`config.mk`:
```
export PLATFORM = sky130hd
export DESIGN_NAME = usb_bulk_only_storage_engine_flat
export DESIGN_NICKNAME = d
export VERILOG_FILES = /design/src/rtl/core/bos_pkg.sv /design/src/rtl/core/bos_if.sv /design/src/rtl/core/bos_engine.sv /design/src/rtl/core/usb_bulk_only_storage_engine.sv /design/src/flat_wrapper.sv
export SDC_FILE = /design/constraint.sdc
export NUM_CORES = 1
export LEC_CHECK = 0
export ABC_CLOCK_PERIOD_IN_PS = 18500
export BUFFER_PORTS_ARGS = -buffer_cell sky130_fd_sc_hd__buf_2
export CORE_ASPECT_RATIO = 1.25
export CORE_MARGIN = 2
export CORE_UTILIZATION = 51
export DETAILED_ROUTE_END_ITERATION = 8
export MAX_ROUTING_LAYER = met4
export PLACE_DENSITY = 0.68
export SYNTH_ARGS = -nofsm -noshare
export SYNTH_HDL_FRONTEND = slang
export SYNTH_SLANG_ARGS = --single-unit
```
`constraint.sdc`:
```
create_clock -name clk -period 18.5 [get_ports clk]
set_input_delay 2.775 -clock clk [delete_from_list [all_inputs] [get_ports clk]]
set_output_delay 2.775 -clock clk [all_outputs]
set_load 0.1 [all_outputs]
```
`src/rtl/core/bos_pkg.sv`:
```
// Shared types, codes and constants of the bulk-only storage engine.
package bos_pkg;

  localparam int unsigned MAX_PACKET_BYTES = 1024;
  localparam int unsigned SIZE_W           = $clog2(MAX_PACKET_BYTES + 1);

  localparam logic [SIZE_W-1:0] SIZE_MAX  = SIZE_W'(MAX_PACKET_BYTES);
  localparam logic [SIZE_W-1:0] CBW_BYTES = SIZE_W'(31);
  localparam logic [SIZE_W-1:0] CSW_BYTES = SIZE_W'(13);
  localparam logic [31:0]       CBW_SIG   = 32'h4342_5355;
  localparam logic [3:0]        EP_BULK_OUT = 4'd2;
  localparam logic [3:0]        EP_BULK_IN  = 4'd1;
  localparam int unsigned       FLAG_DIR_IN = 7;

  typedef enum logic [2:0] {
    OP_BULK_OUT,
    OP_BULK_IN,
    OP_SCSI_READY,
    OP_SCSI_DONE,
    OP_SCSI_CANCEL,
    OP_BUS_RESET,
    OP_CONTROL,
    OP_HOST_CANCEL
  } bos_op_t;

  typedef enum logic [1:0] {
    PH_CMD,
    PH_OUT,
    PH_IN,
    PH_STS
  } bos_phase_t;

  typedef enum logic [1:0] {
    PS_NONE,
    PS_OK,
    PS_STALL,
    PS_DEFER
  } bos_pstat_t;

  typedef enum logic [1:0] {
    REQ_CLEAR_FEATURE,
    REQ_MS_RESET,
    REQ_GET_MAX_LUN,
    REQ_OTHER
  } bos_req_t;

  typedef struct packed {
    logic [2:0]        opcode;
    logic [3:0]        endpoint;
    logic [SIZE_W-1:0] packet_size;
    logic [31:0]       cbw_signature;
    logic [31:0]       cbw_tag;
    logic [31:0]       cbw_data_len;
    logic [7:0]        cbw_flags;
    logic [7:0]        cbw_lun;
    logic [31:0]       transfer_len;
    logic [7:0]        scsi_status;
    logic [1:0]        request_code;
    logic              enqueue_nonzero;
  } bos_item_t;

  typedef struct packed {
    logic [1:0]        packet_status;
    logic [SIZE_W-1:0] bytes_copied;
    logic [SIZE_W-1:0] bytes_skipped;
    logic              parked_completed;
    logic              status_sent;
    logic [31:0]       csw_tag;
    logic [31:0]       csw_residue;
    logic              csw_failed;
    logic              scsi_start;
    logic              scsi_continue;
    logic [3:0]        max_lun_reply;
    logic [1:0]        phase;
  } bos_result_t;

endpackage

```
`src/rtl/core/bos_if.sv`:
```
// Valid/ready channel interfaces for event beats and result beats.
interface bos_item_if;
  import bos_pkg::*;
  logic              valid;
  logic              ready;
  logic [2:0]        opcode;
  logic [3:0]        endpoint;
  logic [SIZE_W-1:0] packet_size;
  logic [31:0]       cbw_signature;
  logic [31:0]       cbw_tag;
  logic [31:0]       cbw_data_len;
  logic [7:0]        cbw_flags;
  logic [7:0]        cbw_lun;
  logic [31:0]       transfer_len;
  logic [7:0]        scsi_status;
  logic [1:0]        request_code;
  logic              enqueue_nonzero;

  modport source (
    output valid, opcode, endpoint, packet_size, cbw_signature, cbw_tag, cbw_data_len,
           cbw_flags, cbw_lun, transfer_len, scsi_status, request_code, enqueue_nonzero,
    input  ready
  );
  modport sink (
    input  valid, opcode, endpoint, packet_size, cbw_signature, cbw_tag, cbw_data_len,
           cbw_flags, cbw_lun, transfer_len, scsi_status, request_code, enqueue_nonzero,
    output ready
  );
endinterface

interface bos_result_if;
  import bos_pkg::*;
  logic              valid;
  logic              ready;
  logic [1:0]        packet_status;
  logic [SIZE_W-1:0] bytes_copied;
  logic [SIZE_W-1:0] bytes_skipped;
  logic              parked_completed;
  logic              status_sent;
  logic [31:0]       csw_tag;
  logic [31:0]       csw_residue;
  logic              csw_failed;
  logic              scsi_start;
  logic              scsi_continue;
  logic [3:0]        max_lun_reply;
  logic [1:0]        phase;

  modport source (
    output valid, packet_status, bytes_copied, bytes_skipped, parked_completed,
           status_sent, csw_tag, csw_residue, csw_failed, scsi_start, scsi_continue,
           max_lun_reply, phase,
    input  ready
  );
  modport sink (
    input  valid, packet_status, bytes_copied, bytes_skipped, parked_completed,
           status_sent, csw_tag, csw_residue, csw_failed, scsi_start, scsi_continue,
           max_lun_reply, phase,
    output ready
  );
endinterface

```
`src/rtl/core/bos_engine.sv`:
```
// Transport state registers and the single-pass event step logic.
module bos_engine (
  input  logic                clk,
  input  logic                rst,
  input  logic                cfg_we,
  input  logic [3:0]          cfg_data,
  input  logic                step,
  input  bos_pkg::bos_item_t  item,
  output bos_pkg::bos_result_t res
);
  import bos_pkg::*;

  logic [3:0]        highest_lun;
  bos_phase_t        bot_phase, bot_phase_next;
  logic [31:0]       data_remaining, data_remaining_next;
  logic [31:0]       scsi_remaining, scsi_remaining_next;
  logic [31:0]       status_tag, status_tag_next;
  logic [31:0]       status_residue, status_residue_next;
  logic              status_failed, status_failed_next;
  logic              command_in_flight, command_in_flight_next;
  logic              packet_parked, packet_parked_next;
  logic [SIZE_W-1:0] parked_size, parked_size_next;
  logic [SIZE_W-1:0] parked_done, parked_done_next;

  bos_op_t           op;
  bos_req_t          req;
  logic [SIZE_W-1:0] sz;
  logic              ep_out_ok, ep_in_ok, cbw_ok, fits, csw_fits, xfer, send_cond;
  logic              scsi_fail;

  logic              mv_parked;
  logic [SIZE_W-1:0] mv_size, mv_done, mv_room, mv_n, mv_done_n;
  logic [31:0]       mv_srem, mv_srem_n, mv_drem_n;
  logic              mv_cont, mv_full;

  logic              do_mv, do_sk, blk_park;
  logic [SIZE_W-1:0] b_done;
  logic [31:0]       b_drem, blk_drem;

  logic              sk_parked;
  logic [SIZE_W-1:0] sk_size, sk_done, sk_n;
  logic [31:0]       sk_drem, sk_drem_n;
  logic              sk_to_sts;

  assign op        = bos_op_t'(item.opcode);
  assign req       = bos_req_t'(item.request_code);
  assign sz        = (item.packet_size > SIZE_MAX) ? SIZE_MAX : item.packet_size;
  assign ep_out_ok = (item.endpoint == EP_BULK_OUT);
  assign ep_in_ok  = (item.endpoint == EP_BULK_IN);
  assign cbw_ok    = (sz == CBW_BYTES) && (item.cbw_signature == CBW_SIG) &&
                     (item.cbw_lun <= {4'b0, highest_lun});
  assign fits      = !(32'(sz) > data_remaining);
  assign csw_fits  = !(sz < CSW_BYTES);
  assign scsi_fail = (item.scsi_status != 8'd0);
  assign send_cond = ((data_remaining == 32'd0) && (bot_phase == PH_OUT)) ||
                     (bot_phase == PH_STS);
  assign xfer      = ((op == OP_BULK_OUT) && ep_out_ok && (bot_phase == PH_OUT) && fits) ||
                     ((op == OP_BULK_IN) && ep_in_ok && (bot_phase == PH_IN));

  // copy unit: bulk packet against held data, or parked packet against fresh data
  assign mv_parked = (op == OP_SCSI_READY);
  assign mv_size   = mv_parked ? parked_size : sz;
  assign mv_done   = mv_parked ? parked_done : '0;
  assign mv_srem   = mv_parked ? item.transfer_len : scsi_remaining;
  assign mv_room   = mv_size - mv_done;
  assign mv_n      = (32'(mv_room) > mv_srem) ? mv_srem[SIZE_W-1:0] : mv_room;
  assign mv_done_n = mv_done + mv_n;
  assign mv_srem_n = mv_srem - 32'(mv_n);
  assign mv_drem_n = (32'(mv_n) > data_remaining) ? 32'd0 : data_remaining - 32'(mv_n);
  assign mv_cont   = (mv_srem_n == 32'd0) || (mv_drem_n == 32'd0);
  assign mv_full   = (mv_done_n == parked_size);

  assign do_mv  = (scsi_remaining != 32'd0);
  assign do_sk  = (status_residue != 32'd0);
  assign b_done = do_mv ? mv_done_n : '0;
  assign b_drem = do_mv ? mv_drem_n : data_remaining;

  // skip unit: rest of a bulk packet, or rest of the parked packet at completion
  assign sk_parked = (op == OP_SCSI_DONE);
  assign sk_size   = sk_parked ? parked_size : sz;
  assign sk_done   = sk_parked ? parked_done : b_done;
  assign sk_drem   = sk_parked ? data_remaining : b_drem;
  assign sk_n      = sk_size - sk_done;
  assign sk_drem_n = (32'(sk_n) > sk_drem) ? 32'd0 : sk_drem - 32'(sk_n);
  assign sk_to_sts = (sk_n != '0) && (sk_drem_n == 32'd0);

  assign blk_park = !do_sk && (b_done != sz);
  assign blk_drem = do_sk ? sk_drem_n : b_drem;

  always_comb begin
    bot_phase_next         = bot_phase;
    data_remaining_next    = data_remaining;
    scsi_remaining_next    = scsi_remaining;
    status_tag_next        = status_tag;
    status_residue_next    = status_residue;
    status_failed_next     = status_failed;
    command_in_flight_next = command_in_flight;
    packet_parked_next     = packet_parked;
    parked_size_next       = parked_size;
    parked_done_next       = parked_done;
    case (op)
      OP_BULK_OUT: begin
        if (ep_out_ok && (bot_phase == PH_CMD) && cbw_ok) begin
          status_tag_next        = item.cbw_tag;
          data_remaining_next    = item.cbw_data_len;
          scsi_remaining_next    = 32'd0;
          command_in_flight_next = 1'b1;
          if (item.cbw_data_len == 32'd0) begin
            bot_phase_next = PH_STS;
          end else if (item.cbw_flags[FLAG_DIR_IN]) begin
            bot_phase_next = PH_IN;
          end else begin
            bot_phase_next = PH_OUT;
          end
        end
      end
      OP_BULK_IN: begin
        if (ep_in_ok && csw_fits) begin
          if ((bot_phase == PH_OUT) && (data_remaining == 32'd0)) begin
            packet_parked_next = 1'b1;
            parked_size_next   = sz;
            parked_done_next   = '0;
          end else if (bot_phase == PH_STS) begin
            if (command_in_flight) begin
              packet_parked_next = 1'b1;
              parked_size_next   = sz;
              parked_done_next   = '0;
            end else begin
              status_tag_next     = 32'd0;
              status_residue_next = 32'd0;
              status_failed_next  = 1'b0;
              bot_phase_next      = PH_CMD;
            end
          end
        end
      end
      OP_SCSI_READY: begin
        if (command_in_flight) begin
          scsi_remaining_next = item.transfer_len;
          if (packet_parked) begin
            scsi_remaining_next = mv_srem_n;
            data_remaining_next = mv_drem_n;
            parked_done_next    = mv_done_n;
            if (mv_full) begin
              packet_parked_next = 1'b0;
            end
          end
        end
      end
      OP_SCSI_DONE: begin
        if (command_in_flight) begin
          command_in_flight_next = 1'b0;
          status_residue_next    = data_remaining;
          status_failed_next     = scsi_fail;
          if (packet_parked) begin
            packet_parked_next = 1'b0;
            if (send_cond) begin
              status_tag_next     = 32'd0;
              status_residue_next = 32'd0;
              status_failed_next  = 1'b0;
              bot_phase_next      = PH_CMD;
            end else begin
              data_remaining_next = sk_drem_n;
              if (sk_drem_n == 32'd0) begin
                bot_phase_next = PH_STS;
              end
            end
          end else if (data_remaining == 32'd0) begin
            bot_phase_next = PH_STS;
          end
        end
      end
      OP_SCSI_CANCEL: begin
        if (command_in_flight) begin
          status_failed_next     = 1'b1;
          command_in_flight_next = 1'b0;
          scsi_remaining_next    = 32'd0;
        end
      end
      OP_BUS_RESET: begin
        if (command_in_flight) begin
          command_in_flight_next = 1'b0;
          scsi_remaining_next    = 32'd0;
        end
        packet_parked_next  = 1'b0;
        status_tag_next     = 32'd0;
        status_residue_next = 32'd0;
        status_failed_next  = 1'b0;
        bot_phase_next      = PH_CMD;
      end
      OP_CONTROL: begin
        if (req == REQ_MS_RESET) begin
          bot_phase_next = PH_CMD;
        end
      end
      OP_HOST_CANCEL: begin
        packet_parked_next = 1'b0;
        if (command_in_flight) begin
          status_failed_next     = 1'b1;
          command_in_flight_next = 1'b0;
          scsi_remaining_next    = 32'd0;
        end
      end
      default: begin
      end
    endcase
    if (xfer) begin
      data_remaining_next = blk_drem;
      if (do_mv) begin
        scsi_remaining_next = mv_srem_n;
      end
      if (do_sk && sk_to_sts) begin
        bot_phase_next = PH_STS;
      end
      if (blk_park) begin
        packet_parked_next = 1'b1;
        parked_size_next   = sz;
        parked_done_next   = b_done;
      end
    end
  end

  always_comb begin
    res       = '0;
    res.phase = bot_phase_next;
    case (op)
      OP_BULK_OUT: begin
        if (ep_out_ok && (bot_phase == PH_CMD) && cbw_ok) begin
          res.scsi_start    = 1'b1;
          res.scsi_continue = item.enqueue_nonzero;
          res.packet_status = PS_OK;
        end else if (!xfer) begin
          res.packet_status = PS_STALL;
        end
      end
      OP_BULK_IN: begin
        if (!ep_in_ok || !csw_fits) begin
          if (!xfer) begin
            res.packet_status = PS_STALL;
          end
        end else begin
          case (bot_phase)
            PH_OUT: begin
              res.packet_status = (data_remaining != 32'd0) ? PS_STALL : PS_DEFER;
            end
            PH_STS: begin
              if (command_in_flight) begin
                res.packet_status = PS_DEFER;
              end else begin
                res.status_sent   = 1'b1;
                res.csw_tag       = status_tag;
                res.csw_residue   = status_residue;
                res.csw_failed    = status_failed;
                res.packet_status = PS_OK;
              end
            end
            PH_IN: begin
            end
            default: begin
              res.packet_status = PS_STALL;
            end
          endcase
        end
      end
      OP_SCSI_READY: begin
        if (command_in_flight && packet_parked) begin
          res.bytes_copied  = mv_n;
          res.scsi_continue = mv_cont;
          if (mv_full) begin
            res.parked_completed = 1'b1;
            res.packet_status    = PS_OK;
          end
        end
      end
      OP_SCSI_DONE: begin
        if (command_in_flight && packet_parked) begin
          res.parked_completed = 1'b1;
          res.packet_status    = PS_OK;
          if (send_cond) begin
            res.status_sent = 1'b1;
            res.csw_tag     = status_tag;
            res.csw_residue = data_remaining;
            res.csw_failed  = scsi_fail;
          end else if (data_remaining != 32'd0) begin
            res.bytes_skipped = sk_n;
          end
        end
      end
      OP_BUS_RESET: begin
        if (packet_parked) begin
          res.parked_completed = 1'b1;
          res.packet_status    = PS_STALL;
        end
      end
      OP_CONTROL: begin
        case (req)
          REQ_CLEAR_FEATURE: res.packet_status = PS_OK;
          REQ_MS_RESET:      res.packet_status = PS_OK;
          REQ_GET_MAX_LUN: begin
            res.max_lun_reply = highest_lun;
            res.packet_status = PS_OK;
          end
          default:           res.packet_status = PS_STALL;
        endcase
      end
      default: begin
      end
    endcase
    if (xfer) begin
      res.bytes_copied  = do_mv ? mv_n : '0;
      res.bytes_skipped = do_sk ? sk_n : '0;
      res.scsi_continue = do_mv && mv_cont;
      res.packet_status = blk_park ? PS_DEFER : PS_OK;
    end
  end

  always_ff @(posedge clk) begin
    if (rst) begin
      highest_lun <= 4'd0;
    end else if (cfg_we) begin
      highest_lun <= cfg_data;
    end
  end

  always_ff @(posedge clk) begin
    if (rst) begin
      bot_phase         <= PH_CMD;
      data_remaining    <= 32'd0;
      scsi_remaining    <= 32'd0;
      status_tag        <= 32'd0;
      status_residue    <= 32'd0;
      status_failed     <= 1'b0;
      command_in_flight <= 1'b0;
      packet_parked     <= 1'b0;
      parked_size       <= '0;
      parked_done       <= '0;
    end else if (step) begin
      bot_phase         <= bot_phase_next;
      data_remaining    <= data_remaining_next;
      scsi_remaining    <= scsi_remaining_next;
      status_tag        <= status_tag_next;
      status_residue    <= status_residue_next;
      status_failed     <= status_failed_next;
      command_in_flight <= command_in_flight_next;
      packet_parked     <= packet_parked_next;
      parked_size       <= parked_size_next;
      parked_done       <= parked_done_next;
    end
  end

  a_parked_partial: assert property (@(posedge clk) disable iff (rst)
    packet_parked |-> (parked_done < parked_size))
    else $error("parked packet already full");

  a_sent_to_cmd: assert property (@(posedge clk) disable iff (rst)
    (step && res.status_sent) |-> (res.phase == PH_CMD))
    else $error("status sent without return to command phase");

  a_start_in_flight: assert property (@(posedge clk) disable iff (rst)
    (step && res.scsi_start) |=> command_in_flight)
    else $error("command start did not mark command in flight");

  a_bus_reset_clears: assert property (@(posedge clk) disable iff (rst)
    (step && (op == OP_BUS_RESET)) |=> ((bot_phase == PH_CMD) && !packet_parked))
    else $error("bus reset left phase or parked packet");

endmodule

```
`src/rtl/core/usb_bulk_only_storage_engine.sv`:
```
// Top level of the bulk-only storage engine: event register, step logic, result register.
//
// Channels: item carries one event beat (bulk packet, scsi event, bus reset,
// control request or host cancel); result returns exactly one beat per event,
// in order. Both use valid/ready; a beat moves when both are high.
// cfg_we/cfg_data write highest_lun; write it only while the block is idle.
//
// Path: an event waits in the event register until the result register is
// empty or being taken; the step logic then loads the result register.
// Throughput: one event per cycle while the receiver takes results; the
// step logic reads and updates the transport state for each event, so
// back-to-back events see each other.
//
// Reset (rst, synchronous): command phase, all counts and status fields zero,
// no parked packet, highest_lun zero, both registers empty.
// Receiver stall: the result register holds its beat; the event register still
// takes one more beat, then item.ready drops until result.ready returns.
module usb_bulk_only_storage_engine (
  input  logic         clk,
  input  logic         rst,
  input  logic         cfg_we,
  input  logic [3:0]   cfg_data,
  bos_item_if.sink     item,
  bos_result_if.source result
);
  import bos_pkg::*;

  logic        q_valid;
  bos_item_t   q;
  logic        r_valid;
  bos_result_t r;
  bos_result_t res;
  logic        advance;

  assign advance    = q_valid && (!r_valid || result.ready);
  assign item.ready = !q_valid || advance;

  always_ff @(posedge clk) begin
    if (rst) begin
      q_valid <= 1'b0;
    end else if (item.ready) begin
      q_valid <= item.valid;
    end
  end

  always_ff @(posedge clk) begin
    if (item.valid && item.ready) begin
      q.opcode          <= item.opcode;
      q.endpoint        <= item.endpoint;
      q.packet_size     <= item.packet_size;
      q.cbw_signature   <= item.cbw_signature;
      q.cbw_tag         <= item.cbw_tag;
      q.cbw_data_len    <= item.cbw_data_len;
      q.cbw_flags       <= item.cbw_flags;
      q.cbw_lun         <= item.cbw_lun;
      q.transfer_len    <= item.transfer_len;
      q.scsi_status     <= item.scsi_status;
      q.request_code    <= item.request_code;
      q.enqueue_nonzero <= item.enqueue_nonzero;
    end
  end

  bos_engine u_engine (
    .clk      (clk),
    .rst      (rst),
    .cfg_we   (cfg_we),
    .cfg_data (cfg_data),
    .step     (advance),
    .item     (q),
    .res      (res)
  );

  always_ff @(posedge clk) begin
    if (rst) begin
      r_valid <= 1'b0;
    end else if (advance) begin
      r_valid <= 1'b1;
    end else if (result.ready) begin
      r_valid <= 1'b0;
    end
  end

  always_ff @(posedge clk) begin
    if (advance) begin
      r <= res;
    end
  end

  assign result.valid            = r_valid;
  assign result.packet_status    = r.packet_status;
  assign result.bytes_copied     = r.bytes_copied;
  assign result.bytes_skipped    = r.bytes_skipped;
  assign result.parked_completed = r.parked_completed;
  assign result.status_sent      = r.status_sent;
  assign result.csw_tag          = r.csw_tag;
  assign result.csw_residue      = r.csw_residue;
  assign result.csw_failed       = r.csw_failed;
  assign result.scsi_start       = r.scsi_start;
  assign result.scsi_continue    = r.scsi_continue;
  assign result.max_lun_reply    = r.max_lun_reply;
  assign result.phase            = r.phase;

endmodule

```
`src/flat_wrapper.sv`:
```
// flat-port wrapper written by rule: the top's interface ports become plain ports
module usb_bulk_only_storage_engine_flat import bos_pkg::*;
  (clk, rst, cfg_we, cfg_data, item_valid, item_opcode, item_endpoint, item_packet_size, item_cbw_signature, item_cbw_tag, item_cbw_data_len, item_cbw_flags, item_cbw_lun, item_transfer_len, item_scsi_status, item_request_code, item_enqueue_nonzero, item_ready, result_valid, result_packet_status, result_bytes_copied, result_bytes_skipped, result_parked_completed, result_status_sent, result_csw_tag, result_csw_residue, result_csw_failed, result_scsi_start, result_scsi_continue, result_max_lun_reply, result_phase, result_ready);
  bos_item_if item_i ();
  bos_result_if result_i ();
  input  logic clk;
  input  logic rst;
  input  logic cfg_we;
  input  logic [3:0] cfg_data;
  input wire logic [$bits(item_i.valid)-1:0] item_valid;
  input wire logic [$bits(item_i.opcode)-1:0] item_opcode;
  input wire logic [$bits(item_i.endpoint)-1:0] item_endpoint;
  input wire logic [$bits(item_i.packet_size)-1:0] item_packet_size;
  input wire logic [$bits(item_i.cbw_signature)-1:0] item_cbw_signature;
  input wire logic [$bits(item_i.cbw_tag)-1:0] item_cbw_tag;
  input wire logic [$bits(item_i.cbw_data_len)-1:0] item_cbw_data_len;
  input wire logic [$bits(item_i.cbw_flags)-1:0] item_cbw_flags;
  input wire logic [$bits(item_i.cbw_lun)-1:0] item_cbw_lun;
  input wire logic [$bits(item_i.transfer_len)-1:0] item_transfer_len;
  input wire logic [$bits(item_i.scsi_status)-1:0] item_scsi_status;
  input wire logic [$bits(item_i.request_code)-1:0] item_request_code;
  input wire logic [$bits(item_i.enqueue_nonzero)-1:0] item_enqueue_nonzero;
  output wire logic [$bits(item_i.ready)-1:0] item_ready;
  output wire logic [$bits(result_i.valid)-1:0] result_valid;
  output wire logic [$bits(result_i.packet_status)-1:0] result_packet_status;
  output wire logic [$bits(result_i.bytes_copied)-1:0] result_bytes_copied;
  output wire logic [$bits(result_i.bytes_skipped)-1:0] result_bytes_skipped;
  output wire logic [$bits(result_i.parked_completed)-1:0] result_parked_completed;
  output wire logic [$bits(result_i.status_sent)-1:0] result_status_sent;
  output wire logic [$bits(result_i.csw_tag)-1:0] result_csw_tag;
  output wire logic [$bits(result_i.csw_residue)-1:0] result_csw_residue;
  output wire logic [$bits(result_i.csw_failed)-1:0] result_csw_failed;
  output wire logic [$bits(result_i.scsi_start)-1:0] result_scsi_start;
  output wire logic [$bits(result_i.scsi_continue)-1:0] result_scsi_continue;
  output wire logic [$bits(result_i.max_lun_reply)-1:0] result_max_lun_reply;
  output wire logic [$bits(result_i.phase)-1:0] result_phase;
  input wire logic [$bits(result_i.ready)-1:0] result_ready;
  assign item_i.valid = item_valid;
  assign item_i.opcode = item_opcode;
  assign item_i.endpoint = item_endpoint;
  assign item_i.packet_size = item_packet_size;
  assign item_i.cbw_signature = item_cbw_signature;
  assign item_i.cbw_tag = item_cbw_tag;
  assign item_i.cbw_data_len = item_cbw_data_len;
  assign item_i.cbw_flags = item_cbw_flags;
  assign item_i.cbw_lun = item_cbw_lun;
  assign item_i.transfer_len = item_transfer_len;
  assign item_i.scsi_status = item_scsi_status;
  assign item_i.request_code = item_request_code;
  assign item_i.enqueue_nonzero = item_enqueue_nonzero;
  assign item_ready = item_i.ready;
  assign result_valid = result_i.valid;
  assign result_packet_status = result_i.packet_status;
  assign result_bytes_copied = result_i.bytes_copied;
  assign result_bytes_skipped = result_i.bytes_skipped;
  assign result_parked_completed = result_i.parked_completed;
  assign result_status_sent = result_i.status_sent;
  assign result_csw_tag = result_i.csw_tag;
  assign result_csw_residue = result_i.csw_residue;
  assign result_csw_failed = result_i.csw_failed;
  assign result_scsi_start = result_i.scsi_start;
  assign result_scsi_continue = result_i.scsi_continue;
  assign result_max_lun_reply = result_i.max_lun_reply;
  assign result_phase = result_i.phase;
  assign result_i.ready = result_ready;
  usb_bulk_only_storage_engine u_core (.clk(clk), .rst(rst), .cfg_we(cfg_we), .cfg_data(cfg_data), .item(item_i), .result(result_i));
endmodule
```
## Word-level counts from Yosys, hierarchy flattened

Index checks and enable logic that the tools add are counted.

- Bits in registers: 433
- Latch bits: 0
- Memory bits (writable): 0
- Memory bits (read-only): 0
- Bits of input ports: 182
- Output and inout port bits: 101
- Logic and storage cells: 273
- Memories kept: 0

- Add/sub/neg operators: 6
- Multiply operators: 0
- Divide/modulo/power cells: 0
- Magnitude comparators: 7
- Equality and inequality tests: 33
- Shift operators: 0
- Muxes and demuxes: 130
- Bitwise operators: 0
- Reduce and logical (&&, ||, !) cells: 60

Operators by type and width:

| kind | count |
|---|---|
| two-way mux 32 bit | 30 |
| two-way mux 11 bit | 28 |
| one-hot mux 32 bit (3 select lines) | 3 |
| two-way mux 66 bit | 4 |
| zero test 32 bit | 5 |
| one-hot mux 66 bit (2 select lines) | 1 |
| greater-than comparator 11 x 32 -> 1 bit | 4 |
| one-hot mux 32 bit (4 select lines) | 1 |
| nonzero test 32 bit | 3 |
| subtractor 32 x 11 -> 32 bit | 3 |
| two-way mux 78 bit | 1 |
| two-way mux 2 bit | 22 |
| equality test 32 x 31 -> 1 bit (second input constant) | 1 |
| two-way mux 1 bit | 29 |
| two-way mux 24 bit | 1 |
| one-hot mux 11 bit (2 select lines) | 1 |
| subtractor 11 bit | 2 |
| logical AND 1 bit | 18 |
| AND reduction 8 bit | 2 |
| inequality test 3 bit (second input constant) | 5 |
| two-way mux 13 bit | 1 |
| equality test 3 bit (second input constant) | 4 |
| inequality test 2 bit (second input constant) | 6 |
| one-hot mux 2 bit (6 select lines) | 1 |
| other kinds (36) | 60 |

## Longest topological paths before layout

- Word-level depth: 20
- Mapped depth: 61
- Mapped depth without buffers: 51

## Cells and area by module

From an unflattened synthesis, not the netlist that was laid out.

- Cell total of the unflattened synthesis: 2601
- Area, all modules: 24704.9 um^2

By module, submodules not included:

| module | times used | cells each | area an instance (um^2) | sequential area each (um^2) |
|---|---|---|---|---|
| bos_engine | 1 | 2319 | 16433.3 | 3183.1 |
| usb_bulk_only_storage_engine | 1 | 282 | 8271.7 | 8207.9 |

## Worst setup path before layout

Ideal clock, no wire load.

- Kind: reg2reg
- Start: register u_core.q[172] (netlist bit)
- End: register u_core.u_engine.bot_phase[0]
- Library setup time: 0.088 ns
- Data arrival time: 12.412 ns
- Required time: 18.412 ns
- Setup slack: 6.000 ns
- Cell stages (with the launch flop): 57
- Path buffers: 11
- Period minus slack after synthesis: 12.500 ns
- Path through: edfxtp_1 -> clkbuf_1 -> nor3b_1 -> buf_1 -> clkbuf_1 -> buf_1 -> clkbuf_1 -> clkbuf_1 -> buf_1 -> nand2_1 -> ha_1 -> nor2b_1 -> o21ai_0 -> nand2b_1 -> a21o_1 -> a21o_1 -> a21o_1 -> a21o_1 -> [... 21 more ...] -> nor3_1 -> a21oi_1 -> ha_1 -> inv_1 -> fa_1 -> a211o_1 -> a2111oi_0 -> o31ai_1 -> a21oi_1 -> o311a_1 -> nand4_1 -> nor4_1 -> xor2_1 -> nor4b_1 -> nand4_1 -> a21oi_2 -> o21ai_2 -> a311oi_2

- Word-level cells in the longest chain between the ends: 19
- Elaborated cells on any way between the ends: 42
- Those cells by class: 5 x add/sub; 3 x order compare; 5 x eq/ne; 18 x mux; 11 x reduce/logical

RTL lines:

| element | RTL line | text |
|---|---|---|
| from (decl) | usb_bulk_only_storage_engine.sv:29 | `bos_item_t q;` |
| equality test 3 x 2 -> 1 bit | bos_engine.sv:61 | `assign mv_parked = (op == OP_SCSI_READY);` |
| two-way mux 11 bit (on tied branches) | bos_engine.sv:62, bos_engine.sv:63 |  |
| subtractor 11 bit | bos_engine.sv:65 | `assign mv_room = mv_size - mv_done;` |
| greater-than comparator 11 x 32 -> 1 bit | bos_engine.sv:66 | `assign mv_n = (32'(mv_room) > mv_srem) ? mv_srem[SIZE_W-1:0] : mv_room;` |
| two-way mux 11 bit | bos_engine.sv:66 |  |
| adder 11 bit (tied with other cells) | bos_engine.sv:67 | `assign mv_done_n = mv_done + mv_n;` |
| two-way mux 11 bit or two-way mux 32 bit (tied branches) | bos_engine.sv:75, bos_engine.sv:69 |  |
| two-way mux 11 bit or two-way mux 32 bit (tied branches) | bos_engine.sv:81, bos_engine.sv:76 |  |
| [... 3 more ...] | n/a |  |
| zero test 32 bit | bos_engine.sv:85, bos_engine.sv:164 |  |
| two-way mux 2 bit | bos_engine.sv:164 | `if (sk_drem_n == 32'd0) begin` |
| two-way mux 2 bit | bos_engine.sv:157 | `if (send_cond) begin` |
| two-way mux 2 bit | bos_engine.sv:155 | `if (packet_parked) begin` |
| two-way mux 2 bit | bos_engine.sv:151 | `if (command_in_flight) begin` |
| one-hot mux 2 bit (5 select lines) | bos_engine.sv:101 | `case (op)` |
| two-way mux 2 bit | bos_engine.sv:212 | `if (do_sk && sk_to_sts) begin` |
| two-way mux 2 bit (*) | bos_engine.sv:207 | `if (xfer) begin` |
| to (signal assigned) | bos_engine.sv:338 | `bot_phase <= bot_phase_next;` |
| to (decl) | bos_engine.sv:14 | `bos_phase_t bot_phase, bot_phase_next;` |

Every way passes the cells marked *; elsewhere a longest branch is shown, timed or not.
A chain may end at the register's enable or synchronous reset.

## Worst setup path in the final report

- Start: register u_core.q[170] (netlist bit)
- End: register u_core.u_engine.bot_phase[0]

The elaborated chain is that of the path after synthesis.

==> qor.csv <==
metric,value,unit
setup_viol,0,
cts.sinks,426,
ir_drop,0.0788,mV
nets,3107,
numCtsBuffers,44,
wl_per_cell,23.6,um
area_growth,14.0,%
hold_viol_final,0,
hp-class,reg2reg,
synth_flop_cell,edfxtp_1,
place_inst,3421,
initial_core_util,51.5,%
core-area,47100,um^2
rows,89,
synthDistinctLibCells,90,
yosysWarnings,0,
post-cts-setup-buffer-count,0,
place_congestion,1.05,
overflow,0,
vias,21800,
dieHeight,248,um
grt_pass1_wl,124000,um
antenna_found_initial,5,
avgSynthCellArea,9.25,um^2
outcome,"complete, no violations",
wl,83000,um
ctsResizeCount,0,
slew_violations,0,
max_cap_violations,0,
hold_depth,2,
rsz0062_at_grt,false,
final_core_util,58.7,%
cts_tree,built,
seq_area_frac_synth,46.1,%
timing.hold.ws,446,ps
io_buffers,275,
fin_crit_sh,69.2,%
drcViolationCount,0,
first_iter_violations,1756,
leakagePower,10.9,nW
layout_common_cells,"274 x buf_2, 267 x nand2_1, 265 x edfxtp_1, 252 x nor2_1, 199 x a21oi_1",
critPathMaxFanout,46,
worstMarginPinSlew,1240,ps
reg2regPathDepth,47,
skew,18.3,ps
grt_max_degree,85,
end_kind,flop,
crit_required,19020,ps
antenna_left,0,
final_common_cell,buf_2,
worstSetupStartpointType,flop,
clk_path_buf_depth,3,
yosys_register_bits,426,
crit_slowest_cell,o21ai_0,
globalRouteTotalUtil,34.0,%
fin_crit,12790,ps
die_x,199,um
drtPass1Iterations,6,
clk_latency,610,ps
syn_inst,2621,
drive_gt1_share,15.4,%
netlist_area,24300,um^2
die-area,49300,um^2
timing.fmax,0.0782,GHz
power_density,94.1,nW/um^2
tns,0,ps
cts_hold_buf,0,
place_hpwl,59900,um
htree_levels,2,
io_pins,283,
max_slew_margin,16.2,%
synth_nets,2898,
fin_cells,3508,
synth_edf_count,265,
via_per_inst,6.23,
synth-async-reset-ratio,0,%
clockRootBuffer,clkbuf_16,
cp.arrival,13310,ps
crit_path_max_incr_delay,750,ps
pre_cts_ws,6000,ps
critPathKind,reg2reg,
fillCellCount,4160,
clk_pin_slew_worst_paths,60,ps
setup_slack,5710,ps
grt_pass1_vias,21000,
## worst max-delay path: cells and delay by family (launching register included)
| family | cells | cell delay (ps) |
|---|---|---|
| buf+inv | 4 | 1020 |
| simple gates | 14 | 2970 |
| flops | 1 | 700 |
| compound gates | 22 | 5820 |
| xor+xnor | 2 | 380 |
| fa+ha+maj | 5 | 1760 |
## Yosys cell counts (41+ instances only)
| cell | count | area share (%) |
|---|---|---|
| ha_1 | 89 | 4.6 |
| a22oi_1 | 46 | 1.4 |
| dfxtp_1 | 161 | 13 |
| a22o_1 | 41 | 1.5 |
| mux2i_1 | 54 | 2.2 |
| nor2_1 | 256 | 4.0 |
| nand2_1 | 267 | 4.1 |
| nor3_1 | 75 | 1.5 |
| xor2_1 | 41 | 1.5 |
| inv_1 | 92 | 1.4 |
| xnor2_1 | 76 | 2.7 |
| edfxtp_1 | 265 | 33 |
| nand3_1 | 115 | 2.4 |
| and2_1 | 42 | 1.1 |
| nor4_1 | 57 | 1.5 |
| o21ai_0 | 149 | 3.1 |
| a21oi_1 | 200 | 4.1 |
| clkbuf_1 | 143 | 2.2 |
## through the flow
stage | instance area [um^2] | power [mW]
floorplan | 24300 | 1.54
global placement | 26200 | 1.71
detailed placement | 26200 | 1.72
CTS | 27600 | 2.60
global route | 27700 | 2.70
finish | 27700 | 2.60
## report_power, final
| part | internal, mW | switching, mW |
|---|---|---|
| combinational | 0.214 | 0.440 |
| clock | 0.490 | 0.389 |
| sequential | 1.05 | 0.0237 |
## path summary, 6_finish.rpt
path,start,endpoint,slack [ps]
max,u_core.q[170]$_DFFE_PP_,u_core.u_engine.bot_phase[0]$_SDFFE_PP0P_,5710
min,u_core.u_engine.status_tag[29]$_SDFFE_PP0P_,u_core.u_engine.status_tag[29]$_SDFFE_PP0P_,450
max reg2reg,u_core.q[170]$_DFFE_PP_,u_core.u_engine.bot_phase[0]$_SDFFE_PP0P_,5710
min reg2reg,u_core.u_engine.status_tag[29]$_SDFFE_PP0P_,u_core.u_engine.status_tag[29]$_SDFFE_PP0P_,450
## routing by layer
layer | vias to the layer above | routed length [um] | global-route usage, % | share of wire [%]
li1 | 10100 | - | - | -
met1 | 10500 | 31500 | 39.0 | 38
met2 | 986 | 41400 | 57.5 | 50
met3 | 262 | 5180 | 4.28 | 6.2
met4 | 0 | 4920 | 19.4 | 5.9
met5 | - | 0 | - | 0
## cells by family after synthesis
logic type	Yosys count	share of synthesized area (%)
buffers and inverters	252	3.97
muxes	61	2.57
DFF	426	46.1
and+or+nand+nor	987	19.7
xor gates and xnor gates	118	4.32
AOI/OAI and AO/OA	682	18.3
adders and majority gates	95	5.09
## cell type report
class                      count  area, um^2  area share, %
inverter                      93         354           1.28
multi-input combinational   1943       12200           44.0
sequential                   426       11200           40.4
tap                          637         797           2.88
timing repair buffer         322        1730           6.26
clock buffer                  62        1210           4.37
antenna                        5        12.5         0.0452
clock inverter                20         204          0.737
## flip-flops by register name (all words and copies together), names as in the netlist, 2 cells and up
| register | count |
|---|---|
| u_core.result.csw_tag | 32 |
| u_core.u_engine.scsi_remaining | 32 |
| u_core.u_engine.parked_size | 11 |
| u_core.result.max_lun_reply | 4 |
| u_core.result.packet_status | 2 |
| u_core.u_engine.bot_phase | 2 |
| u_core.u_engine.data_remaining | 32 |
| u_core.result.bytes_skipped | 11 |
| u_core.u_engine.highest_lun | 4 |
| u_core.u_engine.parked_done | 11 |
| u_core.result.bytes_copied | 11 |
| u_core.q | 166 |
| u_core.result.csw_residue | 32 |
| u_core.result.phase | 2 |
| u_core.u_engine.status_residue | 32 |
| u_core.u_engine.status_tag | 32 |
(Power assumes the default switching activity.)
